--- config.mk ---
export PLATFORM = sky130hd
export DESIGN_NAME = numeric_text_validator_core
export DESIGN_NICKNAME = d
export VERILOG_FILES = /design/src/hw/rtl/ntv_pkg.sv /design/src/hw/rtl/ntv_in_reg.sv /design/src/hw/rtl/ntv_parser.sv /design/src/hw/rtl/ntv_out_reg.sv /design/src/hw/rtl/numeric_text_validator_core.sv
export SDC_FILE = /design/constraint.sdc
export NUM_CORES = 1
export LEC_CHECK = 0
export BUFFER_PORTS_ARGS = -buffer_cell sky130_fd_sc_hd__buf_2
export CAP_MARGIN = 0
export CORE_MARGIN = 3
export CORE_UTILIZATION = 30
export CTS_CLUSTER_SIZE = 16
export DETAILED_ROUTE_END_ITERATION = 12
export GPL_TIMING_DRIVEN = 0
export HOLD_SLACK_MARGIN = 0.06
export PLACE_DENSITY_LB_ADDON = 0.08
export SETUP_SLACK_MARGIN = 0.5
export SLEW_MARGIN = 20
export SYNTH_ARGS = -nofsm -noshare
export SYNTH_HDL_FRONTEND = slang
export SYNTH_HIERARCHICAL = 1
export SYNTH_SLANG_ARGS = --single-unit
--- constraint.sdc ---
create_clock -name clk -period 9.5 [get_ports clk]
set_input_delay 1.9 -clock clk [delete_from_list [all_inputs] [get_ports clk]]
set_output_delay 1.9 -clock clk [all_outputs]
set_load 0.05 [all_outputs]
--- src/hw/rtl/ntv_pkg.sv ---
// Shared types, constants and character codes for the numeric text validator.
// No dependencies; every other file of the block refers to this package by scoped names.
`timescale 1ns / 1ps
`default_nettype none

package ntv_pkg;

    // Characters beyond MAX_CHARS-1 kept ones are ignored.
    localparam int MAX_CHARS = 1024;
    localparam int CNT_W     = $clog2(MAX_CHARS);
    localparam logic [CNT_W-1:0] KEEP_LIMIT = CNT_W'(MAX_CHARS - 1);

    // Exponent digits saturate at 9999, which fits in 14 bits.
    localparam int EXP_W = 14;
    localparam logic [EXP_W-1:0] EXP_SAT = EXP_W'(9999);

    // Configuration port geometry.
    localparam int CFG_W     = 12;
    localparam int CFG_IDX_W = 2;

    // Signed width that holds the exponent plus or minus the mantissa order.
    localparam int SUM_W = ((EXP_W > CNT_W) ? EXP_W : CNT_W) + 2;

    // Character codes.
    localparam logic [7:0] CH_MINUS = 8'h2D;
    localparam logic [7:0] CH_PLUS  = 8'h2B;
    localparam logic [7:0] CH_POINT = 8'h2E;
    localparam logic [7:0] CH_E_LO  = 8'h65;
    localparam logic [7:0] CH_E_UP  = 8'h45;
    localparam logic [7:0] CH_ZERO  = 8'h30;
    localparam logic [7:0] CH_NINE  = 8'h39;
    localparam logic [7:0] CH_SPACE = 8'h20;
    localparam logic [7:0] CH_TAB   = 8'h09;
    localparam logic [7:0] CH_CR    = 8'h0D;

    typedef enum logic [CFG_IDX_W-1:0] {
        CFG_REAL_MODE,
        CFG_FINAL_CHECK,
        CFG_MAX_DEC_EXP,
        CFG_MIN_DEC_EXP
    } cfg_index_t;

    typedef enum logic [2:0] {
        PH_START,
        PH_MANT,
        PH_EXP_START,
        PH_EXP_SIGN,
        PH_EXP_DIG,
        PH_BAD
    } phase_t;

    typedef enum logic [2:0] {
        ST_OK,
        ST_EMPTY,
        ST_GARBAGE,
        ST_LARGE,
        ST_SMALL
    } status_t;

    localparam logic signed [CFG_W-1:0] MAX_DEC_EXP_RESET = 12'sd308;
    localparam logic signed [CFG_W-1:0] MIN_DEC_EXP_RESET = -12'sd307;

    typedef struct packed {
        logic                    real_mode;
        logic                    final_check;
        logic signed [CFG_W-1:0] max_dec_exp;
        logic signed [CFG_W-1:0] min_dec_exp;
    } cfg_t;

    typedef struct packed {
        logic [7:0] text_char;
        logic       last;
    } char_beat_t;

endpackage

`default_nettype wire

--- src/hw/rtl/ntv_in_reg.sv ---
// Input register stage: captures one character beat and holds it until the parser takes it.
// Depends on ntv_pkg for the beat type.
`timescale 1ns / 1ps
`default_nettype none

module ntv_in_reg (
    input  wire logic               clk,
    input  wire logic               rst_n,
    input  wire logic               in_valid,
    input  wire logic [7:0]         text_char,
    input  wire logic               last,
    output logic                    in_stall,
    input  wire logic               advance,
    output logic                    beat_valid,
    output ntv_pkg::char_beat_t     beat
);

    logic                valid_reg;
    logic                valid_next;
    ntv_pkg::char_beat_t beat_reg;

    // The held beat blocks the input only while the parser cannot take it.
    assign in_stall   = valid_reg && !advance;
    assign valid_next = in_stall ? valid_reg : in_valid;

    always_ff @(posedge clk or negedge rst_n)
    begin
        if (!rst_n)
        begin
            valid_reg <= 1'b0;
        end
        else
        begin
            valid_reg <= valid_next;
        end
    end

    always_ff @(posedge clk)
    begin
        if (in_valid && !in_stall)
        begin
            beat_reg.text_char <= text_char;
            beat_reg.last      <= last;
        end
    end

    assign beat_valid = valid_reg;
    assign beat       = beat_reg;

endmodule

`default_nettype wire

--- src/hw/rtl/ntv_parser.sv ---
// Parse state machine and range judge: updates counters and flags per character and
// forms the status of a string at its last character. Depends on ntv_pkg.
`timescale 1ns / 1ps
`default_nettype none

module ntv_parser (
    input  wire logic                clk,
    input  wire logic                rst_n,
    input  wire ntv_pkg::cfg_t       cfg,
    input  wire ntv_pkg::char_beat_t beat,
    input  wire logic                consume,
    output ntv_pkg::status_t         status_next
);

    ntv_pkg::phase_t             phase_reg, phase_next;
    logic [ntv_pkg::CNT_W-1:0]   kept_reg, kept_next;
    logic [ntv_pkg::CNT_W-1:0]   mant_len_reg, mant_len_next;
    logic [ntv_pkg::CNT_W-1:0]   int_sig_reg, int_sig_next;
    logic [ntv_pkg::CNT_W-1:0]   frac_zeros_reg, frac_zeros_next;
    logic [ntv_pkg::EXP_W-1:0]   exp_value_reg, exp_value_next;
    logic                        point_seen_reg, point_seen_next;
    logic                        nonzero_reg, nonzero_next;
    logic                        exp_neg_reg, exp_neg_next;
    logic                        exp_dig_reg, exp_dig_next;
    logic                        sign_first_reg, sign_first_next;
    logic                        int_bad_reg, int_bad_next;

    logic [7:0]                  c;
    logic                        is_space;
    logic                        is_digit;
    logic                        is_sign;
    logic                        keep;
    logic [ntv_pkg::EXP_W+3:0]   exp_wide;

    logic signed [ntv_pkg::SUM_W-1:0] exp_term;
    logic signed [ntv_pkg::SUM_W-1:0] order_term;
    logic signed [ntv_pkg::SUM_W-1:0] dec_exp;
    logic signed [ntv_pkg::SUM_W-1:0] max_ext;
    logic signed [ntv_pkg::SUM_W-1:0] min_ext;

    assign c        = beat.text_char;
    assign is_space = (c == ntv_pkg::CH_SPACE) ||
                      ((c >= ntv_pkg::CH_TAB) && (c <= ntv_pkg::CH_CR));
    assign is_digit = (c >= ntv_pkg::CH_ZERO) && (c <= ntv_pkg::CH_NINE);
    assign is_sign  = (c == ntv_pkg::CH_MINUS) || (c == ntv_pkg::CH_PLUS);
    assign keep     = !is_space && (kept_reg < ntv_pkg::KEEP_LIMIT);

    // Next exponent value: ten times the old value plus the digit.
    assign exp_wide = (ntv_pkg::EXP_W + 4)'(exp_value_reg) * (ntv_pkg::EXP_W + 4)'(10)
                    + (ntv_pkg::EXP_W + 4)'(c - ntv_pkg::CH_ZERO);

    always_comb
    begin
        ntv_pkg::phase_t ph;
        logic            do_rest;

        phase_next      = phase_reg;
        kept_next       = kept_reg;
        mant_len_next   = mant_len_reg;
        int_sig_next    = int_sig_reg;
        frac_zeros_next = frac_zeros_reg;
        exp_value_next  = exp_value_reg;
        point_seen_next = point_seen_reg;
        nonzero_next    = nonzero_reg;
        exp_neg_next    = exp_neg_reg;
        exp_dig_next    = exp_dig_reg;
        sign_first_next = sign_first_reg;
        int_bad_next    = int_bad_reg;

        ph      = (phase_reg == ntv_pkg::PH_START) ? ntv_pkg::PH_MANT : phase_reg;
        do_rest = !((phase_reg == ntv_pkg::PH_START) && is_sign);

        if (keep)
        begin
            kept_next  = kept_reg + 1'b1;
            phase_next = ph;
            if (!do_rest)
            begin
                sign_first_next = 1'b1;
            end
            else
            begin
                if (!is_digit)
                begin
                    int_bad_next = 1'b1;
                end
                case (ph)
                    ntv_pkg::PH_MANT:
                    begin
                        if (c == ntv_pkg::CH_POINT)
                        begin
                            if (point_seen_reg)
                            begin
                                phase_next = ntv_pkg::PH_BAD;
                            end
                            else
                            begin
                                point_seen_next = 1'b1;
                                mant_len_next   = mant_len_reg + 1'b1;
                            end
                        end
                        else if (is_digit)
                        begin
                            mant_len_next = mant_len_reg + 1'b1;
                            if (!point_seen_reg)
                            begin
                                if (nonzero_reg || (c != ntv_pkg::CH_ZERO))
                                begin
                                    nonzero_next = 1'b1;
                                    int_sig_next = int_sig_reg + 1'b1;
                                end
                            end
                            else if (!nonzero_reg)
                            begin
                                if (c == ntv_pkg::CH_ZERO)
                                begin
                                    frac_zeros_next = frac_zeros_reg + 1'b1;
                                end
                                else
                                begin
                                    nonzero_next = 1'b1;
                                end
                            end
                        end
                        else if ((c == ntv_pkg::CH_E_LO) || (c == ntv_pkg::CH_E_UP))
                        begin
                            phase_next = ntv_pkg::PH_EXP_START;
                        end
                        else
                        begin
                            phase_next = ntv_pkg::PH_BAD;
                        end
                    end
                    ntv_pkg::PH_EXP_START, ntv_pkg::PH_EXP_SIGN, ntv_pkg::PH_EXP_DIG:
                    begin
                        if ((ph == ntv_pkg::PH_EXP_START) && is_sign)
                        begin
                            exp_neg_next = (c == ntv_pkg::CH_MINUS);
                            phase_next   = ntv_pkg::PH_EXP_SIGN;
                        end
                        else if (is_digit)
                        begin
                            if (exp_wide > (ntv_pkg::EXP_W + 4)'(ntv_pkg::EXP_SAT))
                            begin
                                exp_value_next = ntv_pkg::EXP_SAT;
                            end
                            else
                            begin
                                exp_value_next = exp_wide[ntv_pkg::EXP_W-1:0];
                            end
                            exp_dig_next = 1'b1;
                            phase_next   = ntv_pkg::PH_EXP_DIG;
                        end
                        else
                        begin
                            phase_next = ntv_pkg::PH_BAD;
                        end
                    end
                    default:
                    begin
                    end
                endcase
            end
        end
    end

    // Decimal exponent: signed exponent digits plus the order of the mantissa.
    always_comb
    begin
        exp_term   = '0;
        order_term = '0;
        if (exp_dig_next)
        begin
            exp_term = $signed({{(ntv_pkg::SUM_W - ntv_pkg::EXP_W){1'b0}}, exp_value_next});
            if (exp_neg_next)
            begin
                exp_term = -exp_term;
            end
        end
        if (nonzero_next)
        begin
            if (int_sig_next != '0)
            begin
                order_term = $signed({{(ntv_pkg::SUM_W - ntv_pkg::CNT_W){1'b0}}, int_sig_next})
                           - ntv_pkg::SUM_W'(1);
            end
            else
            begin
                order_term = -($signed({{(ntv_pkg::SUM_W - ntv_pkg::CNT_W){1'b0}},
                                        frac_zeros_next}) + ntv_pkg::SUM_W'(1));
            end
        end
        dec_exp = exp_term + order_term;
    end

    assign max_ext = $signed({{(ntv_pkg::SUM_W - ntv_pkg::CFG_W){cfg.max_dec_exp[ntv_pkg::CFG_W-1]}},
                              cfg.max_dec_exp});
    assign min_ext = $signed({{(ntv_pkg::SUM_W - ntv_pkg::CFG_W){cfg.min_dec_exp[ntv_pkg::CFG_W-1]}},
                              cfg.min_dec_exp});

    always_comb
    begin
        if (kept_next == {{(ntv_pkg::CNT_W - 1){1'b0}}, sign_first_next})
        begin
            status_next = cfg.final_check ? ntv_pkg::ST_EMPTY : ntv_pkg::ST_OK;
        end
        else if (!cfg.real_mode)
        begin
            status_next = int_bad_next ? ntv_pkg::ST_GARBAGE : ntv_pkg::ST_OK;
        end
        else if (phase_next == ntv_pkg::PH_BAD)
        begin
            status_next = ntv_pkg::ST_GARBAGE;
        end
        else if ((mant_len_next == '0) && cfg.final_check)
        begin
            status_next = ntv_pkg::ST_GARBAGE;
        end
        else if ((mant_len_next == ntv_pkg::CNT_W'(1)) && point_seen_next)
        begin
            // A lone point passes a tentative check only when nothing follows it.
            if (cfg.final_check || (phase_next != ntv_pkg::PH_MANT))
            begin
                status_next = ntv_pkg::ST_GARBAGE;
            end
            else
            begin
                status_next = ntv_pkg::ST_OK;
            end
        end
        else if (((phase_next == ntv_pkg::PH_EXP_START) ||
                  (phase_next == ntv_pkg::PH_EXP_SIGN)) && cfg.final_check)
        begin
            status_next = ntv_pkg::ST_GARBAGE;
        end
        else if (dec_exp > max_ext)
        begin
            status_next = ntv_pkg::ST_LARGE;
        end
        else if (dec_exp < min_ext)
        begin
            status_next = ntv_pkg::ST_SMALL;
        end
        else
        begin
            status_next = ntv_pkg::ST_OK;
        end
    end

    always_ff @(posedge clk or negedge rst_n)
    begin
        if (!rst_n)
        begin
            phase_reg      <= ntv_pkg::PH_START;
            kept_reg       <= '0;
            mant_len_reg   <= '0;
            int_sig_reg    <= '0;
            frac_zeros_reg <= '0;
            exp_value_reg  <= '0;
            point_seen_reg <= 1'b0;
            nonzero_reg    <= 1'b0;
            exp_neg_reg    <= 1'b0;
            exp_dig_reg    <= 1'b0;
            sign_first_reg <= 1'b0;
            int_bad_reg    <= 1'b0;
        end
        else if (consume)
        begin
            if (beat.last)
            begin
                phase_reg      <= ntv_pkg::PH_START;
                kept_reg       <= '0;
                mant_len_reg   <= '0;
                int_sig_reg    <= '0;
                frac_zeros_reg <= '0;
                exp_value_reg  <= '0;
                point_seen_reg <= 1'b0;
                nonzero_reg    <= 1'b0;
                exp_neg_reg    <= 1'b0;
                exp_dig_reg    <= 1'b0;
                sign_first_reg <= 1'b0;
                int_bad_reg    <= 1'b0;
            end
            else
            begin
                phase_reg      <= phase_next;
                kept_reg       <= kept_next;
                mant_len_reg   <= mant_len_next;
                int_sig_reg    <= int_sig_next;
                frac_zeros_reg <= frac_zeros_next;
                exp_value_reg  <= exp_value_next;
                point_seen_reg <= point_seen_next;
                nonzero_reg    <= nonzero_next;
                exp_neg_reg    <= exp_neg_next;
                exp_dig_reg    <= exp_dig_next;
                sign_first_reg <= sign_first_next;
                int_bad_reg    <= int_bad_next;
            end
        end
    end

endmodule

`default_nettype wire

--- src/hw/rtl/ntv_out_reg.sv ---
// Result register: holds one status beat until the downstream side takes it.
// Depends on ntv_pkg for the status type.
`timescale 1ns / 1ps
`default_nettype none

module ntv_out_reg (
    input  wire logic             clk,
    input  wire logic             rst_n,
    input  wire logic             load,
    input  wire ntv_pkg::status_t status_in,
    output logic                  free,
    output logic                  out_valid,
    input  wire logic             out_stall,
    output logic [2:0]            status
);

    logic             valid_reg;
    logic             valid_next;
    ntv_pkg::status_t status_reg;

    // The register can take a new beat when empty or when its beat leaves this cycle.
    assign free = !valid_reg || !out_stall;

    always_comb
    begin
        if (load)
        begin
            valid_next = 1'b1;
        end
        else if (!out_stall)
        begin
            valid_next = 1'b0;
        end
        else
        begin
            valid_next = valid_reg;
        end
    end

    always_ff @(posedge clk or negedge rst_n)
    begin
        if (!rst_n)
        begin
            valid_reg <= 1'b0;
        end
        else
        begin
            valid_reg <= valid_next;
        end
    end

    always_ff @(posedge clk)
    begin
        if (load)
        begin
            status_reg <= status_in;
        end
    end

    assign out_valid = valid_reg;
    assign status    = status_reg;

endmodule

`default_nettype wire

--- src/hw/rtl/numeric_text_validator_core.sv ---
// Top level of the numeric text validator: configuration registers, input stage,
// parser and result register. Depends on ntv_pkg, ntv_in_reg, ntv_parser and ntv_out_reg.
`timescale 1ns / 1ps
`default_nettype none

// The block takes one character beat per clock cycle and checks the text as an
// integer or a real literal. Each accepted beat is held in the input register while
// the parser folds it into the parse state. The status of the beat that carries last
// is loaded into the result register as that beat leaves the input register, and
// out_valid rises with that load. While out_stall is low a beat is taken in every
// cycle. When a last character reaches the input register while the previous
// status still sits untaken in the result register, it waits there and in_stall
// stays high until that status is taken. Configuration registers are written through
// cfg_wr_en, cfg_index and cfg_data and should be changed only while no string is
// in flight.
module numeric_text_validator_core (
    input  wire logic                          clk,
    input  wire logic                          rst_n,
    input  wire logic                          cfg_wr_en,
    input  wire logic [ntv_pkg::CFG_IDX_W-1:0] cfg_index,
    input  wire logic [ntv_pkg::CFG_W-1:0]     cfg_data,
    input  wire logic                          in_valid,
    output logic                               in_stall,
    input  wire logic [7:0]                    text_char,
    input  wire logic                          last,
    output logic                               out_valid,
    input  wire logic                          out_stall,
    output logic [2:0]                         status
);

    ntv_pkg::cfg_t       cfg_reg;
    ntv_pkg::char_beat_t beat;
    logic                beat_valid;
    logic                out_free;
    logic                advance;
    ntv_pkg::status_t    status_next;

    always_ff @(posedge clk or negedge rst_n)
    begin
        if (!rst_n)
        begin
            cfg_reg.real_mode   <= 1'b1;
            cfg_reg.final_check <= 1'b1;
            cfg_reg.max_dec_exp <= ntv_pkg::MAX_DEC_EXP_RESET;
            cfg_reg.min_dec_exp <= ntv_pkg::MIN_DEC_EXP_RESET;
        end
        else if (cfg_wr_en)
        begin
            case (ntv_pkg::cfg_index_t'(cfg_index))
                ntv_pkg::CFG_REAL_MODE:   cfg_reg.real_mode   <= cfg_data[0];
                ntv_pkg::CFG_FINAL_CHECK: cfg_reg.final_check <= cfg_data[0];
                ntv_pkg::CFG_MAX_DEC_EXP: cfg_reg.max_dec_exp <= $signed(cfg_data);
                ntv_pkg::CFG_MIN_DEC_EXP: cfg_reg.min_dec_exp <= $signed(cfg_data);
                default:
                begin
                end
            endcase
        end
    end

    // A held beat moves on unless it ends a string and the result slot is busy.
    assign advance = beat_valid && (!beat.last || out_free);

    ntv_in_reg u_in_reg (
        .clk        (clk),
        .rst_n      (rst_n),
        .in_valid   (in_valid),
        .text_char  (text_char),
        .last       (last),
        .in_stall   (in_stall),
        .advance    (advance),
        .beat_valid (beat_valid),
        .beat       (beat)
    );

    ntv_parser u_parser (
        .clk         (clk),
        .rst_n       (rst_n),
        .cfg         (cfg_reg),
        .beat        (beat),
        .consume     (advance),
        .status_next (status_next)
    );

    ntv_out_reg u_out_reg (
        .clk       (clk),
        .rst_n     (rst_n),
        .load      (advance && beat.last),
        .status_in (status_next),
        .free      (out_free),
        .out_valid (out_valid),
        .out_stall (out_stall),
        .status    (status)
    );

endmodule

`default_nettype wire

# After elaboration in Yosys (flattened, before gate mapping)
# Cells that the tools add are included.
# word_totals
reg_bits	103
latchBits	0
ram_bits	0
romBits	0
inputBits	28
word_cells	192
memories	0
# op_classes
addsub	11
n_mul	1
div_mod_pow	0
n_lt_le_gt_ge	8
eq_ne	22
shift	0
mux	94
bitwise_logic	0
reduce_logical	35
# ops
op	count
$mux 10	26
$mux 14	7
$mux 16	4
$mux 3	17
$add 10x1->10 const B	4
$eq 8x6->1 const B	5
$mux 1	37
$add 18x18->18	1
$gt 18x14->1 const B	1
$mul 14x3->17 const B	1
$add 16x16->16	1
$eq 8x7->1 const B	2
$gt 16x12->1	1
$lt 16x12->1	1
$neg 14->16	1
$neg 16->16	1
$eq 3x2->1 const B	4
$logic_and 1x1->1	12
$add 10x1->11 const B	1
$sub 10x1->11 const B	1
$eq 10x1->1	1
$eq 10x1->1 const B	1
$logic_not 10->1	1
$lt 10x10->1 const B	1
21 further kinds	39

# Logic depth before layout (Yosys ltp)
# Gate-level depths: netlist (run 1).
# logic_depth
depth_word	23
depth_mapped	46
depth_no_buf	46

# By module
# Netlist (run 1), hierarchy kept.
# modules_own_cells
module	instances	cells_per_inst	area_per_inst_um2
ntv_parser	1	1033	8081.5
numeric_text_validator_core	1	61	1086.0
ntv_in_reg	1	14	327.8
ntv_out_reg	1	6	126.4

# Worst setup path after synthesis (run 1)
# OpenSTA, ideal clock, no wires.
# synth_timing
path_kind	register to register
startpoint	register u_parser/exp_value_reg[1] (netlist name)
endpoint	register u_out_reg.status_reg[2], in the netlist u_out_reg/status[2] (data pin)
setup_ns	0.167
arrival_time_ns	8.542
t_required_ns	9.333
setup_slack_ns	0.791
path_stages_with_launch	42
n_path_buf	1
path_cell_list	dfrtp_1 -> ha_1 -> ha_1 -> fa_1 -> a21o_1 -> a21oi_1 -> o21bai_1 -> a21oi_1 -> nor2b_1 -> o21a_1 -> nor2_1 -> xnor2_1 -> ha_1 -> nand2_1 -> nor3_1 -> o21a_1 -> o32a_1 -> a31o_2 -> [... 6 more ...] -> a41oi_1 -> nand2_1 -> xnor2_1 -> nor2_1 -> ha_1 -> or4_1 -> a31oi_1 -> a21oi_1 -> a31oi_1 -> o21ai_0 -> xor2_1 -> and3_1 -> a211o_1 -> ha_1 -> inv_1 -> a2111o_1 -> a211o_1 -> a211oi_1
# synth_between
elab_chain_len	22
word_cells_on_any_way	23
classes_between	3 x add/sub; 1 x mul; 3 x order compare; 16 x mux
# synth_rtl
item	line_no	text
start, declared	ntv_parser.sv:20	logic [ntv_pkg::EXP_W-1:0] exp_value_reg, exp_value_next;
start signal, assigned	ntv_parser.sv:291	exp_value_reg <= exp_value_next;
$mul 14x3->17	ntv_parser.sv:49	assign exp_wide = (ntv_pkg::EXP_W + 4)'(exp_value_reg) * (ntv_pkg::EXP_W + 4)'(10)
$add 18x18->18	ntv_parser.sv:50	+ (ntv_pkg::EXP_W + 4)'(c - ntv_pkg::CH_ZERO);
$gt 18x14->1	ntv_parser.sv:143	if (exp_wide > (ntv_pkg::EXP_W + 4)'(ntv_pkg::EXP_SAT))
$mux 14	ntv_parser.sv:143	
$mux 14	ntv_parser.sv:141	else if (is_digit)
$mux 14	ntv_parser.sv:136	if ((ph == ntv_pkg::PH_EXP_START) && is_sign)
$mux 14	ntv_parser.sv:87	case (ph)
$mux 14	ntv_parser.sv:77	if (!do_rest)
[... 7 more ...]	-	
$mux 3 (*)	ntv_parser.sv:236	else if (dec_exp > max_ext)
$mux 3 (*)	ntv_parser.sv:231	else if (((phase_next == ntv_pkg::PH_EXP_START) ||
$mux 3 (*)	ntv_parser.sv:219	else if ((mant_len_next == ntv_pkg::CNT_W'(1)) && point_seen_next)
$mux 3 (*)	ntv_parser.sv:215	else if ((mant_len_next == '0) && cfg.final_check)
$mux 3 (*)	ntv_parser.sv:211	else if (phase_next == ntv_pkg::PH_BAD)
$mux 3 (*)	ntv_parser.sv:207	else if (!cfg.real_mode)
$mux 3 (*)	ntv_parser.sv:203	if (kept_next == {{(ntv_pkg::CNT_W - 1){1'b0}}, sign_first_next})
net status_next[2]	numeric_text_validator_core.sv:36	ntv_pkg::status_t status_next;
end signal, assigned	ntv_out_reg.sv:56	status_reg <= status_in;
end, declared	ntv_out_reg.sv:19	ntv_pkg::status_t status_reg;
# Mark *: on every way through the listed nets, which the timed path passes. The rest lies on a longest branch.
# A chain may end at the register's enable or synchronous reset.

# Worst setup path in the final report (run 1)
# layout_timing
startpoint	register u_parser/exp_value_reg[1] (netlist name)
endpoint	register u_out_reg.status_reg[1], in the netlist u_out_reg/status[1] (data pin)
# layout_between
elab_chain_len	21
# layout_rtl
item	line_no
$mul 14x3->17	ntv_parser.sv:49
$add 18x18->18	ntv_parser.sv:50
$gt 18x14->1	ntv_parser.sv:143
$mux 14	ntv_parser.sv:143
$mux 14	ntv_parser.sv:141
$mux 14	ntv_parser.sv:136
$mux 14	ntv_parser.sv:87
$mux 14	ntv_parser.sv:77
[... 6 more ...]	-
$mux 3 (*)	ntv_parser.sv:236
$mux 3 (*)	ntv_parser.sv:231
$mux 3 (*)	ntv_parser.sv:219
$mux 3 (*)	ntv_parser.sv:215
$mux 3 (*)	ntv_parser.sv:211
$mux 3 (*)	ntv_parser.sv:207
$mux 3 (*)	ntv_parser.sv:203
net status_next[1]	numeric_text_validator_core.sv:36
# Marked as above.

==> flow_summary_export.csv, run 1 <==
group,metric,value,unit
die,io_pins,33,
critical_path,crit_path_max_fanout,6,
clock_network,clk_latency,0.37,ns
placed_design,post-dp-hpwl,22.1,mm
clock_network,cts.htree.levels,3,
final_layout,num_antenna_cells,0,
die,fp.dieArea,0.0343,mm^2
timing,relSlewSlack,37.9,%
drt,vias,8701,
logic_synthesis,synth_xor_area_share,6.51,%
logic_synthesis,synth_compound_area_share,23.4,%
logic_synthesis,synth_adder_area_share,13.1,%
min_path,worstHoldPathType,"flip-flop to flip-flop",
logic_synthesis,dominantRegCellSynth,"dfrtp_1",
critical_path,crit_slowest_cell,"or4_4",
die,die_h,185,um
drt,wl_met2,13.4,mm
timing,setup_violations,0,
logic_synthesis,yosys_warnings,6,
placed_design,io_buffers,32,
logic_synthesis,avgSynthCellArea,8.64,um^2
clock_network,cts.clk_slew.worst_paths,0.08,ns
die,core_area,0.0311,mm^2
pwr,finalPower,1.44,mW
critical_path,rrSetupSlack,0.57,ns
clock_network,cts_root_buffer,"clkbuf_16",
grt,track_usage,17.4,%
critical_path,worst_setup_path_end_kind,"flip-flop",
logic_synthesis,synth.yosys.seq_area_share,27.6,%
critical_path,cp-endpoint,"u_out_reg/status[1]",
timing,min_period,8.93,ns
flow_run,cap_violations,0,
clock_network,cts.path.max_buffers,2,
drt,wl_per_cell,18.5,um
logic_synthesis,synth_mux_area_share,4.92,%
die,start_util,31.0,%
grt,grt_overflow,0,
critical_path,cp_top_family,"compound AO/OA/AOI/OAI gates",
critical_path,cp_data_arrival_time,9.14,ns
drt,routed.top_layer,"met4",
logic_synthesis,synth_fp_nets,1241,
logic_synthesis,ys_types,88,
logic_synthesis,async_flop_share,88.3,%
placed_design,post_dp_cell_area,0.0103,mm^2
timing,rsz0062_at_grt,"true",
logic_synthesis,synth_edf_count,12,
min_path,holdPathStages,1,
drt,route.met3.wl,815,um
drt,viasPerCell,5.40,
clock_network,cts_buffers,9,
drt,wl_met1,15.1,mm
critical_path,crit_top_cell,"ha_4",
pwr,power.leakage,5.19,nW
critical_path,cp.depth,43,
timing,setup_tns,0,ns
grt,grt_max_degree,58,
grt,antenna_found_initial,1,
run_status,status,"completed",
grt,grt_pass1_wl,46.9,mm
die,chipWidth,185,um
critical_path,startpoint,"u_parser/exp_value_reg[1]",
clock_network,cts_tree,"done",
drt,dr.pass1.iters,5,
critical_path,worstReg2RegEnd,"u_out_reg/status[1]",
final_layout,drive_gt1_share,21.7,%
pwr,ir_drop,0.0871,mV
min_path,hp-start,"u_parser/frac_zeros_reg[9]",
critical_path,slowest_delay,0.56,ns
final_layout,finish.net_count,1337,
critical_path,worstRegToRegCells,43,
logic_synthesis,syn-instance-count,1114,
final_layout,design_area,0.0116,mm^2
critical_path,startpoint_type,"flip-flop",
drt,drc_errors,0,
logic_synthesis,synth_area,0.00962,mm^2
timing,drv_slew,0,
final_layout,area_growth,20.2,%
drt,ant_nets,0,
drt,drtIter0Drc,421,
pwr,powerDensity,124,mW/mm^2
logic_synthesis,synth_top_family_by_area,"compound AO/OA/AOI/OAI gates",
clock_network,cts_hold_buffers,0,
logic_synthesis,ys_ff_latch,103,
timing,finalHoldViolCount,0,
timing,finClkSkew,0.0136,ns
final_layout,largest_reg_flops,26,
die,rows,64,
timing,fmax,0.112,GHz
clock_network,clkSinkCount,103,
final_layout,final_common_cell,"nand2_1",
critical_path,crit_buf_inv,4,
timing,post-route-period-util,94.0,%
placed_design,finalWeightedCongestion,0.799,
critical_path,crit_required,9.71,ns
critical_path,r2r_start,"u_parser/exp_value_reg[1]",
grt,grt_pass1_vias,8378,
final_layout,mostFrequentLayoutCells,"nand2_1 (95), ha_1 (85), nor2_1 (80)",
drt,routed_wl,29.7,mm
critical_path,worstSetupPathType,"flip-flop to flip-flop",
timing,tightest_slew,0.905,ns
logic_synthesis,synth-simple-area-share,20.3,%
how the worst min path moves through the flow:
stage                     slack, ns                         end
after detailed placement       0.49         u_out_reg/out_valid
after CTS                      0.51  u_parser/frac_zeros_reg[9]
after global routing           0.53  u_parser/frac_zeros_reg[9]
final                          0.51  u_parser/frac_zeros_reg[9]
after global placement         0.48        u_parser/kept_reg[9]
after floorplan                0.46        u_parser/kept_reg[9]
synth_stat cells (9+ instances only):
library cell  number  area [um^2]
or3_1             10         62.6
nand2_1           98          368
nor2b_1           13         81.3
xor2_1            23          201
o21ai_0           81          405
nand3_1           23          115
mux2_4            10          150
o31ai_1           17          128
dfstp_2           14          368
ha_1              96         1200
edfxtp_1          12          360
nand4_1           13         81.3
inv_1             54          203
a21oi_1           67          335
nor3_1            28          140
nand2b_1          13         81.3
xnor2_1           46          403
a211oi_1          11         82.6
and3_1            22          138
a31oi_1           14         87.6
nor2_1            87          327
nor4_1            10         62.6
a21o_1            25          188
o21a_1            17          128
clkbuf_1          33          124
o2bb2ai_1         15          131
mux2_2            18          203
mux2i_1           12          120
a22o_1             9         78.8
dfrtp_1           77         1930
report_power, final:
group | total [mW] | switching, mW | internal, mW
Sequential | 0.522 | 0.0311 | 0.491
Combinational | 0.500 | 0.291 | 0.210
Clock | 0.414 | 0.200 | 0.213
kinds of logic (layout without fill, tap and decap cells):
| logic type | after synthesis | after routing |
|---|---|---|
| DFF | 103 | 103 |
| xor gates and xnor gates | 70 | 70 |
| AOI/OAI and AO/OA | 335 | 335 |
| buffers and inverters | 96 | 197 |
| adders and majority gates | 99 | 99 |
| muxes | 40 | 40 |
| and+or+nand+nor | 371 | 371 |
layer usage:
metal / global-route usage, % / vias up
met5: 0 / -
met4: 3.84 / 0
met3: 2.45 / 22
met2: 27.9 / 141
met1: 25.0 / 4214
li1: - / 4324
through the flow:
step | setup WS, ns | hold slack (ns) | util [%] | std cells
after CTS | 0.502 | 0.510 | 36.1 | 1595
after floorplan | 0.791 | 0.457 | - | 1114
after detailed placement | -1.21 | 0.492 | 33.2 | 1543
final | 0.569 | 0.507 | 37.2 | 1611
after global routing | 0.162 | 0.526 | 37.2 | 1611
after global placement | -1.26 | 0.483 | 33.1 | 1542
cell type report:
cell class / count / area [um^2]
plain buffers: 42 / 203
clock buffers: 9 / 225
clock inverters: 7 / 97.6
fillers: 3216 / 19500
inverters: 54 / 203
multi-input cells: 915 / 7090
flip-flops and latches: 103 / 2660
well taps: 396 / 495
repair buffers: 85 / 592
timing repair:
item / 4_1_cts / 5_1_grt
gates resized for setup: 69 / 43
pin swaps: 46 / 54
setup endpoints to repair: 3 / 3
setup buffers: 36 / 16
Power figures use the tool's default switching activity.
==> run 2, diff against run 1 <==
--- a/config.mk
+++ b/config.mk
@@ -8,7 +8,7 @@
 export BUFFER_PORTS_ARGS = -buffer_cell sky130_fd_sc_hd__buf_2
 export CAP_MARGIN = 0
 export CORE_MARGIN = 3
-export CORE_UTILIZATION = 30
+export CORE_UTILIZATION = 50
 export CTS_CLUSTER_SIZE = 16
 export DETAILED_ROUTE_END_ITERATION = 12
 export GPL_TIMING_DRIVEN = 0
==> run 2 against run 1 <==
  * Hold slack got worse by 0.0020 ns
  * Register-to-register slack improved by 0.19 ns
  * Critical path depth did not move
  * Sequential share of layout area increased by 0.74 points
  * Design area fell by 3.1%
  * Cell count decreased by 9.2%
  * Non-clock buffer count shrank 13
  * First-iteration DRC count rose by 39%
  * Die area shrank 39%
  * Critical endpoint is now u_out_reg/status[2]
  * Utilization grew 22 points
  * Maximum frequency is 2.2% higher
  * Sequential cell count unchanged
  * Critical path type unchanged
  * Largest power group unchanged
==> flow_summary_export.csv, run 2 (same netlist as run 1, synthesis figures left out) <==
group,metric,value,unit
run_status,status,"completed",
pwr,finalPower,1.41,mW
clock_network,clkSinkCount,103,
pwr,power.leakage,5.10,nW
min_path,worstHoldPathType,"flip-flop to flip-flop",
final_layout,final_common_cell,"nand2_1",
critical_path,slowest_delay,0.47,ns
final_layout,finish.net_count,1324,
die,rows,50,
flow_run,cap_violations,0,
placed_design,post-place-cells,1407,
clock_network,cts_hold_buffers,0,
critical_path,crit_slowest_cell,"dfrtp_2",
die,fp.dieArea,0.0209,mm^2
critical_path,crit_buf_inv,3,
grt,grt_overflow,0,
clock_network,cts_buffers,9,
clock_network,cts_root_buffer,"clkbuf_16",
drt,vias,8788,
final_layout,largest_reg_flops,26,
timing,rsz0062_at_grt,"true",
timing,drv_slew,0,
drt,drc_errors,0,
timing,relSlewSlack,34.6,%
grt,grt_max_degree,68,
placed_design,post_dp_cell_area,0.0101,mm^2
die,start_util,51.1,%
grt,grt_pass1_vias,8283,
final_layout,fin_util,59.5,%
critical_path,startpoint_type,"flip-flop",
timing,setup_violations,0,
pwr,powerDensity,126,mW/mm^2
critical_path,worst_setup_path_end_kind,"flip-flop",
drt,wl_per_cell,18.0,um
clock_network,cts_tree,"done",
drt,drtIter0Drc,587,
clock_network,clk_latency,0.37,ns
timing,finalWorstSetupSlack,0.763,ns
die,die_h,145,um
clock_network,cts.path.max_buffers,2,
critical_path,r2r_start,"u_parser/exp_value_reg[2]",
critical_path,crit_top_cell,"a21oi_2",
timing,min_period,8.74,ns
die,chipWidth,145,um
timing,tightest_slew,0.977,ns
grt,track_usage,25.3,%
drt,viasPerCell,6.01,
drt,dr.pass1.iters,6,
final_layout,area_growth,16.5,%
grt,antenna_found_initial,0,
final_layout,num_antenna_cells,0,
timing,post-route-period-util,92.0,%
placed_design,dpl_worst_slack,-0.685,ns
drt,routed_wl,26.4,mm
grt,grt_pass1_wl,42.2,mm
final_layout,fin_cells,1462,
placed_design,post-dp-hpwl,19.3,mm
clock_network,cts.clk_slew.worst_paths,0.08,ns
final_layout,drive_gt1_share,20.0,%
timing,fmax,0.114,GHz
timing,holdWs,0.505,ns
timing,finClkSkew,0.00992,ns
critical_path,worstSetupPathType,"flip-flop to flip-flop",
critical_path,crit_required,9.70,ns
critical_path,cp_top_family,"compound AO/OA/AOI/OAI gates",
min_path,hp-start,"u_out_reg/out_valid",
final_layout,design_area,0.0112,mm^2
pwr,ir_drop,0.103,mV
timing,finalHoldViolCount,0,
die,core_area,0.0188,mm^2
drt,ant_nets,0,
critical_path,crit_path_max_fanout,5,
timing,setup_tns,0,ns
die,io_pins,33,
final_layout,mostFrequentLayoutCells,"nand2_1 (95), nor2_1 (84), ha_1 (84)",
critical_path,startpoint,"u_parser/exp_value_reg[2]",
clock_network,cts.htree.levels,3,
critical_path,cp_data_arrival_time,8.93,ns
placed_design,io_buffers,32,
placed_design,finalWeightedCongestion,0.871,
==> run 2: cell count changes in the layout (fill, tap and decap cells not counted), moves of 2 or more <==
cell / before / now
nor2_2: 6 / 3
inv_6: 4 / 1
clkinv_4: 0 / 2
xnor2_2: 7 / 5
xnor2_1: 39 / 41
buf_4: 53 / 42
nor2_1: 80 / 84
==> run 2: path summary, 6_finish.rpt <==
check	to	slack, ns	cells past startpoint
setup / recovery	u_out_reg/status[2]	0.76	43
hold / removal	u_out_reg/out_valid	0.50	1
setup reg to reg	u_out_reg/status[2]	0.76	43
hold reg to reg	u_out_reg/out_valid	0.50	1
max in group asynchronous	cfg_reg[0]	7.44	2
min in group asynchronous	u_parser/exp_value_reg[12]	1.40	1
==> run 2: repair_timing <==
action | 4_1_cts | 5_1_grt
gates resized for setup | 53 | 43
endpoints found under the setup margin | 3 | 3
pin swaps | 22 | 44
setup buffers | 19 | 20
==> run 2: per-layer routing <==
layer  GRT usage [%]  wire, um  vias to the layer above
met5               0         0                        -
met1            35.0     12400                     4251
met3            3.32       938                       51
met2            41.8     12500                      188
li1                -         -                     4298
met4            7.02       553                        0
==> run 2: worst reg2reg max path: cells and delay by family (launching register included) <==
family,cells,cell delay [ns]
buffers and inverters,3,0.31
DFF,1,0.47
AOI/OAI and AO/OA,20,3.80
and+or+nand+nor,10,1.62
adders and majority gates,7,1.71
xor gates and xnor gates,3,0.63
==> run 2: cell type report <==
type,count,area [um^2]
clock inverters,7,100
multi-input cells,915,7010
fillers,1668,7620
flip-flops and latches,103,2660
well taps,260,325
repair buffers,72,487
plain buffers,42,199
inverters,54,203
clock buffers,9,225
==> run 2: power by group <==
group / total, mW / switching (mW) / internal [mW]
logic: 0.484 / 0.279 / 0.205
clock network: 0.407 / 0.194 / 0.213
registers: 0.521 / 0.0300 / 0.491
==> run 3, diff against run 2 <==
--- a/config.mk
+++ b/config.mk
@@ -14,6 +14,7 @@
 export GPL_TIMING_DRIVEN = 0
 export HOLD_SLACK_MARGIN = 0.06
 export PLACE_DENSITY_LB_ADDON = 0.08
+export RECOVER_POWER = 100
 export SETUP_SLACK_MARGIN = 0.5
 export SLEW_MARGIN = 20
 export SYNTH_ARGS = -nofsm -noshare
==> run 3 against run 2 <==
  * The run now ends with max-capacitance violations, max-slew violations left
  * Register-to-register slack worse by 0.24 ns
  * Cell count stayed put
  * Hold slack worse by 0.00090 ns
  * Worst setup slack worse by 0.24 ns
  * Total power is 1.0% lower
  * First-iteration DRC count is 1.5% higher
  * Clock power hardly changed
  * Via count is 0.26% higher
  * Critical path depth stayed put
  * Wire length is 0.14% lower
  * Die area stayed put
  * Design area is 1.4% lower
  * Critical endpoint unchanged
  * Highest routed layer unchanged
==> flow_summary_export.csv, run 3 (same netlist as run 1, synthesis figures left out) <==
group,metric,value,unit
critical_path,crit_required,9.69,ns
timing,finalWorstSetupSlack,0.524,ns
placed_design,dpl_worst_slack,-0.685,ns
clock_network,cts_root_buffer,"clkbuf_16",
clock_network,cts.clk_slew.worst_paths,0.08,ns
final_layout,mostFrequentLayoutCells,"nand2_1 (95), nor2_1 (84), ha_1 (84)",
clock_network,clk_latency,0.37,ns
grt,grt_overflow,0,
timing,drv_slew,68,
grt,track_usage,25.3,%
critical_path,crit_path_max_fanout,5,
timing,fmax,0.111,GHz
flow_run,cap_violations,1,
pwr,p_switching,0.499,mW
timing,finClkSkew,0.0116,ns
placed_design,post-dp-hpwl,19.3,mm
clock_network,cts_buffers,9,
drt,dr.pass1.iters,5,
grt,grt_pass1_vias,8283,
grt,antenna_found_initial,0,
pwr,power.leakage,4.97,nW
drt,drtIter0Drc,596,
drt,ant_nets,0,
pwr,power_frac_seq,37.2,%
pwr,switching_share,35.7,%
critical_path,worst_setup_path_end_kind,"flip-flop",
die,rows,50,
final_layout,num_antenna_cells,0,
drt,wl_per_cell,18.0,um
timing,setup_violations,0,
grt,grt_max_degree,68,
placed_design,finalWeightedCongestion,0.871,
timing,min_period,8.98,ns
critical_path,cp_data_arrival_time,9.17,ns
drt,routed_wl,26.3,mm
critical_path,worstSetupPathType,"flip-flop to flip-flop",
timing,rsz0062_at_grt,"true",
timing,tightest_slew,3.81,ns
final_layout,area_growth,14.9,%
die,io_pins,33,
placed_design,io_buffers,32,
placed_design,post_dp_cell_area,0.0101,mm^2
pwr,powerDensity,126,mW/mm^2
pwr,comb_power_share,33.6,%
drt,vias,8811,
die,die_h,145,um
critical_path,crit_slowest_cell,"nor4_1",
die,start_util,51.1,%
placed_design,post-place-cells,1407,
final_layout,drive_gt1_share,17.6,%
final_layout,finish.net_count,1324,
timing,finalHoldViolCount,0,
pwr,p_int,0.898,mW
die,core_area,0.0188,mm^2
pwr,p_clk_share,29.1,%
final_layout,largest_reg_flops,26,
die,chipWidth,145,um
drt,drc_errors,0,
timing,post-route-period-util,94.5,%
min_path,worstHoldPathType,"flip-flop to flip-flop",
clock_network,cts_tree,"done",
critical_path,crit_top_cell,"a21oi_2",
run_status,status,"finished, violations left",
grt,grt_pass1_wl,42.2,mm
die,fp.dieArea,0.0209,mm^2
clock_network,cts.htree.levels,3,
final_layout,design_area,0.0111,mm^2
clock_network,cts.path.max_buffers,2,
critical_path,startpoint_type,"flip-flop",
drt,viasPerCell,6.03,
pwr,ir_drop,0.103,mV
clock_network,clkSinkCount,103,
timing,setup_tns,0,ns
final_layout,final_common_cell,"nand2_1",
critical_path,slowest_delay,0.53,ns
timing,relSlewSlack,-154,%
final_layout,fin_cells,1462,
run_status,violations,"max-capacitance violations, max-slew violations",
-- run 3: through the flow --
step	power, mW	hold WS, ns	utilization [%]
detailed placement	0.956	0.492	53.9
global placement	0.948	0.480	53.7
floorplan	0.834	0.457	-
CTS	1.40	0.511	57.5
finish	1.40	0.504	58.7
global route	1.48	0.530	58.7
-- run 3: layer usage --
layer | up-vias | share of wire (%) | track usage (%)
met5 | - | 0 | 0
met4 | 0 | 2.0 | 7.02
met3 | 49 | 3.8 | 3.32
met2 | 205 | 47 | 41.8
met1 | 4259 | 47 | 35.0
li1 | 4298 | - | -
-- run 3: path summary, 6_finish.rpt --
path	start	endpoint	slack (ns)	cells past startpoint
min reg2reg	cfg_reg[4]	cfg_reg[4]	0.50	1
max reg2reg	u_parser/exp_value_reg[2]	u_out_reg/status[2]	0.52	43
max	u_parser/exp_value_reg[2]	u_out_reg/status[2]	0.52	43
max in group asynchronous	rst_n	u_parser/exp_value_reg[3]	3.13	2
min in group asynchronous	rst_n	cfg_reg[21]	1.84	1
min	cfg_reg[4]	cfg_reg[4]	0.50	1
-- run 3: timing repair --
| item | in CTS | in global routing |
|---|---|---|
| setup buffers | 19 | 20 |
| hold buffers | 0 | 0 |
| gates resized for setup | 53 | 43 |
| pin swaps | 22 | 44 |
| setup endpoints to repair | 3 | 3 |
-- run 3: critical path, delay by kind of cell (launching register included) --
family	cells	cell delay, ns
adders and majority gates	7	1.71
AOI/OAI and AO/OA	20	3.84
and+or+nand+nor	10	1.86
buffers and inverters	3	0.31
xor gates and xnor gates	3	0.59
DFF	1	0.47
-- run 3: power by group through the flow --
stage,sequential (mW),combinational [mW],clock [mW]
final,0.520,0.470,0.407
after floorplan,0.526,0.307,0
after detailed placement,0.528,0.428,0
after global placement,0.528,0.420,0
after global routing,0.526,0.520,0.435
after CTS,0.520,0.459,0.417
-- run 3: final cells by class --
type                       instances  area (um^2)
buffer                            42          181
clock buffer                       9          225
clock inverter                     7          100
fill                            1709         7770
inverter                          54          203
multi-input combinational        915         6920
sequential                       103         2660
tap                              260          325
timing repair buffer              72          442
